==> config.mk <==
export PLATFORM = sky130hd
export DESIGN_NAME = smct_ctrl
export DESIGN_NICKNAME = d
export VERILOG_FILES = /design/src/smct_pkg.sv /design/src/smct_ctrl.sv
export SDC_FILE = /design/constraint.sdc
export NUM_CORES = 1
export LEC_CHECK = 0
export BUFFER_PORTS_ARGS = -buffer_cell sky130_fd_sc_hd__buf_2
export CAP_MARGIN = 20
export CORE_UTILIZATION = 49
export DETAILED_ROUTE_END_ITERATION = 10
export PLACE_DENSITY = 0.77
export SLEW_MARGIN = 20
export SYNTH_ARGS = -nofsm -noshare
export SYNTH_HDL_FRONTEND = slang
export SYNTH_SLANG_ARGS = --single-unit
export TNS_END_PERCENT = 30
==> constraint.sdc <==
create_clock -name clk -period 2.5 [get_ports clk]
set_clock_uncertainty 0.05 [all_clocks]
set_input_delay 0 -clock clk [delete_from_list [all_inputs] [get_ports clk]]
set_output_delay 0 -clock clk [all_outputs]
set_load 0.02 [all_outputs]
==> src/smct_pkg.sv <==
// Shared types and constants of the scanline mode change tracker.
// Holds the item, result and list entry types and the controller/datapath interface.
// No dependencies.
`default_nettype none

package smct_pkg;

	localparam int MaxChanges = 16;
	localparam int IdxW       = $clog2(MaxChanges);
	localparam int CntW       = $clog2(MaxChanges + 1);
	localparam int MaxResults = 17;
	localparam int ResCntW    = $clog2(MaxResults + 1);
	localparam int LineW      = 10;
	localparam int ModeW      = 8;
	localparam int PageW      = 4;
	localparam int HeightW    = 11;

	localparam logic [HeightW-1:0] FrameHeightReset = 11'd192;

	localparam logic KindSwitch   = 1'b0;
	localparam logic KindFrameEnd = 1'b1;

	typedef struct packed {
		logic             kind;
		logic [LineW-1:0] line_number;
		logic [ModeW-1:0] mode_id;
		logic [PageW-1:0] page_number;
	} item_t;

	typedef struct packed {
		logic [HeightW-1:0] range_start;
		logic [HeightW-1:0] range_end;
		logic               has_range;
		logic               last_of_run;
	} result_t;

	typedef struct packed {
		logic [LineW-1:0] line_number;
		logic [ModeW-1:0] mode_id;
		logic [PageW-1:0] page_number;
	} entry_t;

	typedef struct packed {
		logic load;
		logic sw_read;
		logic sw_write;
		logic pc_dec;
		logic rd_first;
		logic walk_load;
		logic rd_next;
		logic walk_step;
		logic tail_sel;
		logic tail_push;
		logic flush;
	} cmd_t;

	typedef struct packed {
		logic pc_zero;
		logic trim;
		logic drop;
		logic walk_end;
		logic push_wait;
		logic out_free;
	} sts_t;

	function automatic logic differs(entry_t a, entry_t b);
		return (a.mode_id != b.mode_id) || (a.page_number != b.page_number);
	endfunction

endpackage

`default_nettype wire

==> src/smct_ctrl.sv <==
// Controller state machine of the tracker: sequences switch edits and the frame end walk.
// Talks to smct_dp through cmd_t and sts_t. Depends on smct_pkg.
`default_nettype none

module smct_ctrl (
	input  wire                 clk,
	input  wire                 arst_n,
	input  wire                 item_valid,
	input  wire                 item_kind,
	output logic                item_stall,
	output smct_pkg::cmd_t      cmd,
	input  smct_pkg::sts_t      sts
);

	typedef enum logic [8:0] {
		S_IDLE     = 9'b000000001,
		S_SW_RD    = 9'b000000010,
		S_SW_CMP   = 9'b000000100,
		S_FE_RD0   = 9'b000001000,
		S_FE_LD0   = 9'b000010000,
		S_FE_RD    = 9'b000100000,
		S_FE_STEP  = 9'b001000000,
		S_FE_TAIL  = 9'b010000000,
		S_FE_FLUSH = 9'b100000000
	} state_t;

	state_t state_q;
	state_t state_d;

	always_comb begin
		state_d = state_q;
		cmd     = '0;
		unique case (state_q)
			S_IDLE: begin
				if (item_valid) begin
					cmd.load = 1'b1;
					state_d  = (item_kind == smct_pkg::KindFrameEnd) ? S_FE_RD0 : S_SW_RD;
				end
			end
			S_SW_RD: begin
				if (sts.pc_zero) begin
					cmd.sw_write = 1'b1;
					state_d      = S_IDLE;
				end else begin
					cmd.sw_read = 1'b1;
					state_d     = S_SW_CMP;
				end
			end
			S_SW_CMP: begin
				if (sts.trim) begin
					cmd.pc_dec = 1'b1;
					state_d    = S_SW_RD;
				end else begin
					cmd.sw_write = !sts.drop;
					state_d      = S_IDLE;
				end
			end
			S_FE_RD0: begin
				cmd.rd_first = 1'b1;
				state_d      = S_FE_LD0;
			end
			S_FE_LD0: begin
				cmd.walk_load = 1'b1;
				state_d       = S_FE_RD;
			end
			S_FE_RD: begin
				if (sts.walk_end) begin
					state_d = S_FE_TAIL;
				end else begin
					cmd.rd_next = 1'b1;
					state_d     = S_FE_STEP;
				end
			end
			S_FE_STEP: begin
				if (!sts.push_wait) begin
					cmd.walk_step = 1'b1;
					state_d       = S_FE_RD;
				end
			end
			S_FE_TAIL: begin
				cmd.tail_sel = 1'b1;
				if (!sts.push_wait) begin
					cmd.tail_push = 1'b1;
					state_d       = S_FE_FLUSH;
				end
			end
			S_FE_FLUSH: begin
				if (sts.out_free) begin
					cmd.flush = 1'b1;
					state_d   = S_IDLE;
				end
			end
			default: begin
				state_d = S_IDLE;
			end
		endcase
	end

	always_ff @(posedge clk or negedge arst_n) begin
		if (!arst_n) begin
			state_q <= S_IDLE;
		end else begin
			state_q <= state_d;
		end
	end

	assign item_stall = (state_q != S_IDLE);

endmodule

`default_nettype wire
==> impl_metrics.env <==
export IMPL_vias=717
export IMPL_io_pins=22
export IMPL_synth_area_um2=708
export IMPL_dpl_cell_area_um2=807
export IMPL_max_slew_margin_pct=72.3
export IMPL_worst_pin_slew_ns=0.412
export IMPL_finalPower_w=0.000735
export IMPL_nNetsFinal=119
export IMPL_drtIter0Drc=17
export IMPL_htreeDepth=1
export IMPL_period_minus_slack_ns=2.08
export IMPL_ys_warn_count=0
export IMPL_drive_above_1_share_pct=31.5
export IMPL_postRouteAntennaNets=0
export IMPL_dieArea_mm2=0.00160
export IMPL_drt_pass1_iter_count=4
export IMPL_ys_ff_latch=9
export IMPL_grt_max_degree=11
export IMPL_p_leak_nw=0.433
export IMPL_yosysTopAreaCell="dfrtp_1"
export IMPL_status="complete, no violations"
export IMPL_final_setup_viol_count=0
export IMPL_numClockSinks=9
export IMPL_drc=0
export IMPL_r2r_setup_slack_ns=0.46
export IMPL_p_per_area_mw_per_mm2=832
export IMPL_clk_path_buf_depth=2
export IMPL_grt_pass1_wl_mm=2.56
export IMPL_arrival_ns=2.03
export IMPL_startpoint_type="flop"
export IMPL_clock_latency_ns=0.27
export IMPL_maxCapViolations=0
export IMPL_worst_path_largest_cell_delay_ns=0.44
export IMPL_finalHoldViolCount=0
export IMPL_synth_ff_type="dfrtp_1"
export IMPL_fin_setup_tns_ns=0
export IMPL_cts_root_buf="clkbuf_4"
export IMPL_post_dp_hpwl_mm=1.25
export IMPL_rsz0062_at_grt="false"
export IMPL_routed_wl_mm=1.70
export IMPL_finalWorstSetupSlack_ns=0.418
export IMPL_post_cts_buffers=0
export IMPL_cts_buffers=3
export IMPL_antenna_found_initial=0
export IMPL_worstSetupEndpointType="primary output"
export IMPL_grt_overflow=0
export IMPL_synth_area_leaders="dfrtp_1 28%, nor4_1 6.2%, nand2b_1 4.4%"
export IMPL_crit_slowest_cell="dfrtp_1"
export IMPL_die_w_um=40.0
export IMPL_nFillCells=115
export IMPL_largest_reg_flops=9
export IMPL_fin_crit_sh_pct=83.3
export IMPL_avgRoutedWirePerCell_um=13.8
export IMPL_synth_net_count=94
export IMPL_areaGrowthSynthToFinish_pct=24.7
export IMPL_ir_drop_mv=0.490
export IMPL_std_cell_rows=13
export IMPL_cp_common_cell="or3_1"
export IMPL_hold_ws_ns=0.00874
export IMPL_regMostFlops="state_q"
export IMPL_cts_tree="done"
export IMPL_synthDistinctLibCells=36
export IMPL_grt_use_total_pct=24.5
export IMPL_cts_clk_slew_worst_paths_ns=0.06
export IMPL_avgSynthCellArea_um2=8.43
export IMPL_crit_required_ns=2.45
export IMPL_synth_edf_count=0
export IMPL_dp_slack_ns=0.487
export IMPL_cts_resized=0
export IMPL_postSynth_asyncResetShare_pct=100
export IMPL_gp_congestion=0.763
export IMPL_first_global_vias=624
export IMPL_final_area_um2=883
export IMPL_ctsHoldBuffers=5
export IMPL_largestRegisters="state_q: 9 flops"
export IMPL_die_y_um=40.0
export IMPL_ys_seq_area_share_pct=32.0
export IMPL_critPathMaxFanout=7
export IMPL_start_util_pct=53.8
export IMPL_yosysTopAreaCellShare_pct=28.3
export IMPL_multi_input_area_um2=427
export IMPL_max_freq_ghz=0.480
export IMPL_crit_chain="or3_1, or3_1, nor3_2, and2_1, buf_2"
export IMPL_drv_slew=0
export IMPL_critical_path_class="flop to primary output"
export IMPL_routed_via_density=5.83
export IMPL_io_buffers=21
export IMPL_hold_class="primary input to flop"
export IMPL_n_antenna_cell=0
export IMPL_synthesis_instances=84
export IMPL_synth_most_common_cell="dfrtp_1"
export IMPL_seq_area_um2=226
export IMPL_ys_top_cells_by_count="8 x dfrtp_1, 7 x nor2_1, 7 x nor4_1, 6 x nor3_1"
export IMPL_core_mm2=0.00132
==> placed cells by master (no fill, tap or decap), types with 2 or more instances in the layout <==
master and instances:
buf_2 21, or2_1 3, nand2b_1 5, dlygate4sd3_1 5
o22a_1 2, or3_1 3, o311a_1 2, nand2_1 5
dfrtp_1 8, inv_1 4, and3_1 3, nor4_1 7
nor2_1 7, clkbuf_4 3, buf_4 2, nor3_1 6
==> final timing paths <==
check,cells after the start,startpoint,end
min reg2reg,2,state_q[8],state_q[0]
max,5,state_q[4],cmd[10]
max reg2reg,5,state_q[6],state_q[0]
min in group asynchronous,2,arst_n,state_q[5]
max in group asynchronous,2,arst_n,state_q[0]
min,2,item_valid,state_q[3]
==> cell families after synthesis <==
group / after synthesis / synth area share (%)
compound gates: 14 / 16.8
xor+xnor: 2 / 2.47
fa+ha+maj: 1 / 1.59
buf+inv: 12 / 7.77
flops: 9 / 32.0
mux: 1 / 1.59
simple gates: 45 / 37.8
==> area by class of cell <==
cell class / instances / area share (%)
tap: 15 / 2.12
timing repair buffer: 28 / 19.3
clock buffer: 4 / 2.97
sequential: 9 / 25.6
inverter: 4 / 1.70
multi-input combinational: 63 / 48.3
==> worst max-delay path, delay by kind of cell (launching register included) <==
family                 cells  cell delay (ns)
buffers and inverters      1             0.15
DFF                        1             0.44
and+or+nand+nor            4             1.16
==> report_power, final <==
group	switching (W)	internal [W]	leakage, nW
clock network	0.0000515	0.0000615	0.0150
logic	0.000211	0.000176	0.297
registers	0.0000574	0.000178	0.121
total	0.000320	0.000415	0.433
==> layer usage <==
metal | part of all wire (%) | vias up | wire [um] | track usage [%]
met5 | 0 | - | 0 | 0
met4 | 3.0 | 0 | 51 | 12.9
met3 | 3.4 | 7 | 57 | 3.33
met2 | 48 | 24 | 810 | 42.7
met1 | 46 | 331 | 781 | 28.7
li1 | - | 355 | - | -
==> stage by stage <==
step,utilization [%],cells
6_report,67.0,123
3_3_place_gp,61.3,114
4_1_cts,67.0,123
3_5_place_dp,61.3,114
5_1_grt,67.0,123
2_1_floorplan,-,84
(Power assumes the default switching activity.)
