[src/smct_pkg.sv]
// Shared types and constants of the scanline mode change tracker.
// Holds the item, result and list entry types and the controller/datapath interface.
// No dependencies.
`default_nettype none

package smct_pkg;

	localparam int MaxChanges = 16;
	localparam int IdxW       = $clog2(MaxChanges);
	localparam int CntW       = $clog2(MaxChanges + 1);
	localparam int MaxResults = 17;
	localparam int ResCntW    = $clog2(MaxResults + 1);
	localparam int LineW      = 10;
	localparam int ModeW      = 8;
	localparam int PageW      = 4;
	localparam int HeightW    = 11;

	localparam logic [HeightW-1:0] FrameHeightReset = 11'd192;

	localparam logic KindSwitch   = 1'b0;
	localparam logic KindFrameEnd = 1'b1;

	typedef struct packed {
		logic             kind;
		logic [LineW-1:0] line_number;
		logic [ModeW-1:0] mode_id;
		logic [PageW-1:0] page_number;
	} item_t;

	typedef struct packed {
		logic [HeightW-1:0] range_start;
		logic [HeightW-1:0] range_end;
		logic               has_range;
		logic               last_of_run;
	} result_t;

	typedef struct packed {
		logic [LineW-1:0] line_number;
		logic [ModeW-1:0] mode_id;
		logic [PageW-1:0] page_number;
	} entry_t;

	typedef struct packed {
		logic load;
		logic sw_read;
		logic sw_write;
		logic pc_dec;
		logic rd_first;
		logic walk_load;
		logic rd_next;
		logic walk_step;
		logic tail_sel;
		logic tail_push;
		logic flush;
	} cmd_t;

	typedef struct packed {
		logic pc_zero;
		logic trim;
		logic drop;
		logic walk_end;
		logic push_wait;
		logic out_free;
	} sts_t;

	function automatic logic differs(entry_t a, entry_t b);
		return (a.mode_id != b.mode_id) || (a.page_number != b.page_number);
	endfunction

endpackage

`default_nettype wire

[src/smct_bank.sv]
// One list bank: a MaxChanges-entry memory with registered read data.
// Entries never written read as the zero entry. Depends on smct_pkg.
`default_nettype none

module smct_bank (
	input  wire                         clk,
	input  wire                         arst_n,
	input  wire                         wr_en,
	input  wire [smct_pkg::IdxW-1:0]    wr_addr,
	input  smct_pkg::entry_t            wr_data,
	input  wire                         rd_en,
	input  wire [smct_pkg::IdxW-1:0]    rd_addr,
	output smct_pkg::entry_t            rd_data
);

	smct_pkg::entry_t                    mem_q [smct_pkg::MaxChanges];
	logic [smct_pkg::MaxChanges-1:0]     vld_q;
	smct_pkg::entry_t                    rd_mem_q;
	logic                                rd_vld_q;

	always_ff @(posedge clk) begin
		if (wr_en) begin
			mem_q[wr_addr] <= wr_data;
		end
		if (rd_en) begin
			rd_mem_q <= mem_q[rd_addr];
		end
	end

	always_ff @(posedge clk or negedge arst_n) begin
		if (!arst_n) begin
			vld_q    <= '0;
			rd_vld_q <= 1'b0;
		end else begin
			if (wr_en) begin
				vld_q[wr_addr] <= 1'b1;
			end
			if (rd_en) begin
				rd_vld_q <= vld_q[rd_addr];
			end
		end
	end

	assign rd_data = rd_vld_q ? rd_mem_q : '0;

endmodule

`default_nettype wire

[src/smct_dp.sv]
// Datapath: two list banks, counts, merge-walk registers, range hold and output beat register.
// Driven by smct_ctrl through cmd_t, reports through sts_t. Depends on smct_pkg, smct_bank.
`default_nettype none

module smct_dp (
	input  wire                              clk,
	input  wire                              arst_n,
	input  smct_pkg::item_t                  item,
	input  wire                              cfg_we,
	input  wire [smct_pkg::HeightW-1:0]      cfg_wdata,
	input  smct_pkg::cmd_t                   cmd,
	output smct_pkg::sts_t                   sts,
	output logic                             result_valid,
	input  wire                              result_stall,
	output smct_pkg::result_t                result
);

	localparam int IdxW    = smct_pkg::IdxW;
	localparam int CntW    = smct_pkg::CntW;
	localparam int LineW   = smct_pkg::LineW;
	localparam int HeightW = smct_pkg::HeightW;
	localparam int ResCntW = smct_pkg::ResCntW;

	smct_pkg::item_t       item_q;
	logic [HeightW-1:0]    fh_q;
	logic                  cur_sel_q;
	logic [CntW-1:0]       cc_q;
	logic [CntW-1:0]       pc_q;
	logic [IdxW-1:0]       ic_q;
	logic [IdxW-1:0]       ip_q;
	smct_pkg::entry_t      cur_e_q;
	smct_pkg::entry_t      pen_e_q;
	logic                  diff_q;
	logic [LineW-1:0]      start_q;
	logic [HeightW-1:0]    hold_s_q;
	logic [HeightW-1:0]    hold_e_q;
	logic                  hold_v_q;
	logic [ResCntW-1:0]    n_q;
	logic                  out_valid_q;
	smct_pkg::result_t     out_q;

	logic [1:0]            b_wr_en;
	logic [1:0]            b_rd_en;
	logic [IdxW-1:0]       b_wr_addr [2];
	logic [IdxW-1:0]       b_rd_addr [2];
	smct_pkg::entry_t      b_wr_data [2];
	smct_pkg::entry_t      b_rd_data [2];

	smct_pkg::entry_t      rd_cur;
	smct_pkg::entry_t      rd_pend;
	logic [IdxW-1:0]       pend_raddr;
	logic [IdxW-1:0]       cur_raddr;
	logic [CntW-1:0]       pc_m1;
	logic [CntW-1:0]       ic_inc;
	logic [CntW-1:0]       ip_inc;
	logic                  cur_end;
	logic                  pen_end;
	logic                  adv_cur;
	smct_pkg::entry_t      nxt_cur;
	smct_pkg::entry_t      nxt_pen;
	logic [LineW-1:0]      at_line;
	logic                  diff2;
	logic                  want;
	logic [HeightW-1:0]    cand_end;
	logic [HeightW-1:0]    clip_end;
	logic [HeightW-1:0]    r_start;
	logic                  produce;
	logic                  out_free;
	logic                  do_push;

	assign pc_m1  = pc_q - CntW'(1);
	assign ic_inc = CntW'(ic_q) + CntW'(1);
	assign ip_inc = CntW'(ip_q) + CntW'(1);

	assign pend_raddr = cmd.sw_read ? pc_m1[IdxW-1:0] :
	                    (cmd.rd_next ? ip_inc[IdxW-1:0] : '0);
	assign cur_raddr  = cmd.rd_next ? ic_inc[IdxW-1:0] : '0;

	genvar g;
	for (g = 0; g < 2; g++) begin : g_bank
		logic is_cur;

		assign is_cur       = (cur_sel_q == 1'(g));
		assign b_rd_en[g]   = is_cur ? (cmd.rd_first | cmd.rd_next)
		                             : (cmd.sw_read | cmd.rd_first | cmd.rd_next);
		assign b_rd_addr[g] = is_cur ? cur_raddr : pend_raddr;
		assign b_wr_en[g]   = is_cur ? cmd.flush : cmd.sw_write;
		assign b_wr_addr[g] = is_cur ? '0 : pc_q[IdxW-1:0];
		assign b_wr_data[g] = is_cur ?
			smct_pkg::entry_t'{line_number: '0, mode_id: pen_e_q.mode_id,
			                   page_number: pen_e_q.page_number} :
			smct_pkg::entry_t'{line_number: item_q.line_number, mode_id: item_q.mode_id,
			                   page_number: item_q.page_number};

		smct_bank u_bank (
			.clk     (clk),
			.arst_n  (arst_n),
			.wr_en   (b_wr_en[g]),
			.wr_addr (b_wr_addr[g]),
			.wr_data (b_wr_data[g]),
			.rd_en   (b_rd_en[g]),
			.rd_addr (b_rd_addr[g]),
			.rd_data (b_rd_data[g])
		);
	end

	assign rd_cur  = b_rd_data[cur_sel_q];
	assign rd_pend = b_rd_data[~cur_sel_q];

	// merge step
	assign cur_end  = ic_inc >= cc_q;
	assign pen_end  = ip_inc >= pc_q;
	assign adv_cur  = pen_end || (!cur_end && (rd_cur.line_number < rd_pend.line_number));
	assign nxt_cur  = adv_cur ? rd_cur : cur_e_q;
	assign nxt_pen  = adv_cur ? pen_e_q : rd_pend;
	assign at_line  = adv_cur ? rd_cur.line_number : rd_pend.line_number;
	assign diff2    = smct_pkg::differs(nxt_cur, nxt_pen);

	// candidate range, clipped to the frame
	assign want     = cmd.tail_sel ? diff_q : (diff_q && !diff2);
	assign cand_end = cmd.tail_sel ? fh_q : HeightW'(at_line);
	assign clip_end = (cand_end > fh_q) ? fh_q : cand_end;
	assign r_start  = HeightW'(start_q);
	assign produce  = want && (r_start < clip_end) && (n_q < ResCntW'(smct_pkg::MaxResults));

	assign out_free = !out_valid_q || !result_stall;
	assign do_push  = (cmd.walk_step || cmd.tail_push) && produce;

	assign sts.pc_zero   = (pc_q == '0);
	assign sts.trim      = rd_pend.line_number >= item_q.line_number;
	assign sts.drop      = (pc_q >= CntW'(smct_pkg::MaxChanges)) ||
	                       ((rd_pend.mode_id == item_q.mode_id) &&
	                        (rd_pend.page_number == item_q.page_number));
	assign sts.walk_end  = cur_end && pen_end;
	assign sts.push_wait = produce && hold_v_q && !out_free;
	assign sts.out_free  = out_free;

	always_ff @(posedge clk) begin
		if (cmd.load) begin
			item_q <= item;
		end
		if (cmd.walk_load) begin
			cur_e_q <= rd_cur;
			pen_e_q <= rd_pend;
		end else if (cmd.walk_step) begin
			cur_e_q <= nxt_cur;
			pen_e_q <= nxt_pen;
		end
		if (do_push) begin
			hold_s_q <= r_start;
			hold_e_q <= clip_end;
		end
		if (cmd.flush) begin
			out_q <= hold_v_q ?
				smct_pkg::result_t'{range_start: hold_s_q, range_end: hold_e_q,
				                    has_range: 1'b1, last_of_run: 1'b1} :
				smct_pkg::result_t'{range_start: '0, range_end: '0,
				                    has_range: 1'b0, last_of_run: 1'b1};
		end else if (do_push && hold_v_q) begin
			out_q <= smct_pkg::result_t'{range_start: hold_s_q, range_end: hold_e_q,
			                             has_range: 1'b1, last_of_run: 1'b0};
		end
	end

	always_ff @(posedge clk or negedge arst_n) begin
		if (!arst_n) begin
			fh_q        <= smct_pkg::FrameHeightReset;
			cur_sel_q   <= 1'b0;
			cc_q        <= CntW'(1);
			pc_q        <= CntW'(1);
			ic_q        <= '0;
			ip_q        <= '0;
			diff_q      <= 1'b0;
			start_q     <= '0;
			hold_v_q    <= 1'b0;
			n_q         <= '0;
			out_valid_q <= 1'b0;
		end else begin
			if (cfg_we) begin
				fh_q <= cfg_wdata;
			end

			// pending count and bank swap
			if (cmd.flush) begin
				pc_q      <= CntW'(1);
				cc_q      <= pc_q;
				cur_sel_q <= ~cur_sel_q;
			end else if (cmd.pc_dec) begin
				pc_q <= pc_m1;
			end else if (cmd.sw_write) begin
				pc_q <= pc_q + CntW'(1);
			end

			// walk position
			if (cmd.walk_load) begin
				ic_q    <= '0;
				ip_q    <= '0;
				diff_q  <= smct_pkg::differs(rd_cur, rd_pend);
				start_q <= '0;
			end else if (cmd.walk_step) begin
				if (adv_cur) begin
					ic_q <= ic_inc[IdxW-1:0];
				end else begin
					ip_q <= ip_inc[IdxW-1:0];
				end
				diff_q <= diff2;
				if (!diff_q && diff2) begin
					start_q <= at_line;
				end
			end

			// range hold
			if (cmd.flush) begin
				hold_v_q <= 1'b0;
				n_q      <= '0;
			end else if (do_push) begin
				hold_v_q <= 1'b1;
				n_q      <= n_q + ResCntW'(1);
			end

			// output beat
			if (cmd.flush || (do_push && hold_v_q)) begin
				out_valid_q <= 1'b1;
			end else if (!result_stall) begin
				out_valid_q <= 1'b0;
			end
		end
	end

	assign result_valid = out_valid_q;
	assign result       = out_q;

	a_pc_range: assert property (@(posedge clk) disable iff (!arst_n)
		pc_q <= CntW'(smct_pkg::MaxChanges))
		else $error("pending count above list depth");

	a_cc_range: assert property (@(posedge clk) disable iff (!arst_n)
		(cc_q != '0) && (cc_q <= CntW'(smct_pkg::MaxChanges)))
		else $error("current count out of range");

	a_hold_cnt: assert property (@(posedge clk) disable iff (!arst_n)
		hold_v_q |-> (n_q != '0))
		else $error("held range without a counted result");

	a_flush_free: assert property (@(posedge clk) disable iff (!arst_n)
		cmd.flush |-> out_free)
		else $error("frame end closed while output beat blocked");

endmodule

`default_nettype wire

[config.mk]
export PLATFORM = sky130hd
export DESIGN_NAME = smct_dp
export DESIGN_NICKNAME = d
export VERILOG_FILES = /design/src/smct_pkg.sv /design/src/smct_bank.sv /design/src/smct_dp.sv
export SDC_FILE = /design/constraint.sdc
export NUM_CORES = 1
export LEC_CHECK = 0
export BUFFER_PORTS_ARGS = -buffer_cell sky130_fd_sc_hd__buf_4
export CORE_ASPECT_RATIO = 2
export CORE_MARGIN = 3
export CORE_UTILIZATION = 29
export DETAILED_ROUTE_END_ITERATION = 12
export HOLD_SLACK_MARGIN = 0.08
export MAX_ROUTING_LAYER = met4
export PLACE_DENSITY = 0.54
export SLEW_MARGIN = 30
export SYNTH_ARGS = -nofsm -noshare
export SYNTH_HDL_FRONTEND = slang
export SYNTH_SLANG_ARGS = --single-unit
[constraint.sdc]
create_clock -name clk -period 8.4 [get_ports clk]
set_input_delay 0.42 -clock clk [delete_from_list [all_inputs] [get_ports clk]]
set_output_delay 0.42 -clock clk [all_outputs]
set_load 0.005 [all_outputs]
==> results.md <==
- Multi-input gate area: 0.0117 mm^2
- FP Rows: 191
- Pin count of the biggest net entering global routing: 138
- Seq pwr share: 40.9%
- Fin crit share: roughly 94%
- Final hold slack: 0.130 ns
- Mean area per synthesized cell: 14.5 um^2
- Commonest non-fill, non-tap cell in the layout: edfxtp_1
- FMAX: between 0.1 and 0.15 GHz
- Status: completed
- DRC viols: 0
- TritonCTS clock tree: built
- Number of flops mapped to enable cells by yosys: 838
- Crit path largest cell delay: 0.53 ns
- Fin area: ~0.045 mm^2
- Critical Path Slowest Stage Cell: dfrtp_4
- Worst path buffer plus inverter count: 2
- Post-Syn Area: approximately 0.04 mm^2
- Vias per cell: 5.06
- Final setup violating endpoints: 0
- DRT iter0 DRCs: 1619
- Wire per inst: 23.7 um
- Gate power share: 36.4%
- Clk sinks: 920
- Register bit total from synthesis: 920
- Number of global-route vias before repair: 23879
- Reported max-cap violation count: 0
- RSZ-0062 raised after global routing: false
- Critical-path maximum fanout: 35
- Total CTS buffers: 74
- Syn Nets: 2837
- Most frequent CP cell: ha_1
- Core Area: 0.136 mm^2
- Synth Instances: 2738
- Routed Antenna Nets: 0
- Worst slew margin: around a third
- Layout Cells excl Fill: 4616
- Placer Congestion: 0.841
- WP data required: 7.98 ns
- Setup TNS: 0 ns
- Synth top area cells: edfxtp_1 63%, mux4_2 5.2%, dfrtp_1 4.9%
- CTS root buf: clkbuf_16
- Net Sw Frac: 36.8%
- Die footprint: 0.141 mm^2
- Worst-Skew Late Latency: 0.68 ns
- CTS Buffer Depth: 3
- Final net count: 2915
- First-pass GRT wire length: 160000 um
- Crit path kind: register to output port
- Dominant synthesized flop cell: edfxtp_1
- Clock share of power: 22.7%
- Router iterations before antenna repair: 6
- Final Hold Viols: 0
- Die H: about 530 um
- Min cycle time layout: 7.89 ns
- Top cell type's share of synthesized area: 63.5%
- Synthesis warning total: 0
- Pwr dens: 350 mW/mm^2
- Setup crit start: cur_sel_q
- Yosys top cell by area: edfxtp_1
- CP startpoint kind: register
- H-Tree Depth: 3
- Die Width: around 270 um
- Most frequent cells in the layout: 838 x edfxtp_1, 350 x nand2_1, 142 x a211oi_1
- Class of the worst hold path: input pin to register
- Worst Max-Slew Pin Slew: roughly 1 ns
- Routed vias: 23367
- Final wirelength: 109000 um
- RR Startpoint: cur_sel_q
- Reg area: 0.0272 mm^2
- # port buffers: slightly below 80
- I/O Pins: 80
- Postcts setup bufs: 0
- Initial core utilization: 29.3%
- Min-delay src: cfg_we
- NetSw: around 0.006 W
- Final Skew: 0.0339 ns
- Post-DP HPWL: 70700 um
- CP top delay family: compound AO/OA/AOI/OAI gates
- CP Capture Type: output port
- P_int: 0.0101 W
- Grt total ovfl: 0
- Total track usage: 15.9%
- Post-synth cell types: between 80 and 90
- Asr flop ratio synth: 8.91%
- Fillcell total: 13073
- Placed standard-cell area: 0.0426 mm^2
- Total chip power: 0.0159 W
- Crit path DAT: 7.47 ns
- Peak VDD IR: 0.220 mV
- Synth-to-layout area growth: 14.7%
- Post-placement cell count: 4434
- Clk slew on worst S/H paths: around 0.080 ns
- Leakage: between 15 and 20 nW
- Count of pins over their slew limit: 0
- Ratio of cells with drive above 1 in the final layout: 17.9%
- Initial antenna violation count: 6
- Register area share after synthesis: approximately two thirds
-- routing by layer --
layer	global-route usage, %	share of wire (%)	up-vias
met5	-	0	-
met4	6.35	4.2	0
met3	1.75	3.6	196
met2	30.7	57	499
met1	16.1	35	12084
li1	-	-	10588
-- sequential cells by signal (all words and copies together) (netlist names) --
register,count
g_bank.u_bank.mem_q,704
g_bank.u_bank.rd_mem_q,44
g_bank.u_bank.vld_q,32
result,23
item_q,22
cur_e_q,12
pen_e_q,12
fh_q,11
hold_e_q,11
hold_s_q,10
start_q,10
cc_q,5
n_q,5
pc_q,5
ic_q,4
ip_q,4
g_bank.u_bank.rd_vld_q,2
cur_sel_q,1
diff_q,1
hold_v_q,1
result_valid,1
-- final timing paths --
kind,slack [ns],cells after the start,end
min,0.13,2,fh_q[3]
min in group asynchronous,0.28,2,fh_q[8]
max in group asynchronous,7.05,3,g_bank[0].u_bank.rd_vld_q
max reg2reg,1.19,26,result[17]
min reg2reg,0.46,1,g_bank[1].u_bank.vld_q[14]
max,0.51,27,sts[1]
-- final cells by class --
| class | count | share of cell area, % |
|---|---|---|
| Antenna cell | 4 | 0.0220 |
| Clock buffer | 91 | 4.26 |
| Clock inverter | 44 | 1.10 |
| Inverter | 45 | 0.382 |
| Multi-Input combinational cell | 1591 | 25.8 |
| Sequential cell | 920 | 59.9 |
| Tap cell | 1737 | 4.78 |
| Timing Repair Buffer | 184 | 3.76 |
-- repair_timing --
item / in CTS / in global routing
endpoints found under the setup margin: 0 / 1
resized for setup: 0 / 12
hold endpoints to repair: 70 / 0
hold buffers: 43 / 0
-- kinds of logic (layout without fill, tap and decap cells) --
logic type | after synthesis | count (layout) | synth area share, %
buffers and inverters | 227 | 364 | 2.72
AOI/OAI and AO/OA | 542 | 542 | 9.19
DFF | 920 | 920 | 68.6
and+or+nand+nor | 772 | 772 | 9.28
muxes | 164 | 164 | 7.21
other | 1 | 5 | 0.00946
xor gates and xnor gates | 61 | 61 | 1.35
adders and majority gates | 51 | 51 | 1.60
-- worst reg2reg max path: cells and delay by family, from the launching register on --
family	cells	cell delay (ns)
compound gates	13	3.01
simple gates	7	1.39
fa+ha+maj	3	0.97
buf+inv	2	0.55
flops	1	0.53
mux	1	0.43
-- synthesized netlist by cell type (all sizes together) (4+ instances only) --
| cell | number |
|---|---|
| o211ai | 6 |
| nor3 | 10 |
| nor2 | 104 |
| clkbuf | 84 |
| inv | 45 |
| buf | 98 |
| xnor2 | 43 |
| o2111ai | 4 |
| ha | 50 |
| a32oi | 4 |
| nor2b | 11 |
| or2 | 45 |
| edfxtp | 838 |
| nor4 | 7 |
| a21o | 11 |
| a211oi | 142 |
| o31ai | 7 |
| a22oi | 8 |
| nand3b | 6 |
| o21a | 9 |
| mux2i | 21 |
| a31oi | 86 |
| dfstp | 4 |
| nand2 | 351 |
| and3 | 6 |
| mux4 | 92 |
| dfrtp | 78 |
| a21oi | 84 |
| o21ai | 100 |
| xor2 | 18 |
| and2 | 141 |
| a311oi | 48 |
| nand2b | 4 |
| nand4 | 11 |
| o22ai | 11 |
| or3 | 4 |
| nand4b | 5 |
| mux2 | 51 |
| nand3 | 61 |
-- power by group through the flow --
stage / registers (W) / clock network (W) / logic [W]
after CTS: 0.00651 / 0.00370 / 0.00588
after global routing: 0.00656 / 0.00386 / 0.00637
after global placement: 0.00659 / 0 / 0.00578
after floorplan: 0.00630 / 0 / 0.00418
final: 0.00651 / 0.00362 / 0.00579
after detailed placement: 0.00661 / 0 / 0.00584
-- through the flow --
stage               util (%)  setup WS, ns
finish                  33.6         0.506
global route            33.6        0.0101
CTS                     33.5         0.228
detailed placement      31.4         0.984
global placement        31.2         0.963
floorplan                  -         0.507
(Power assumes the default switching activity.)
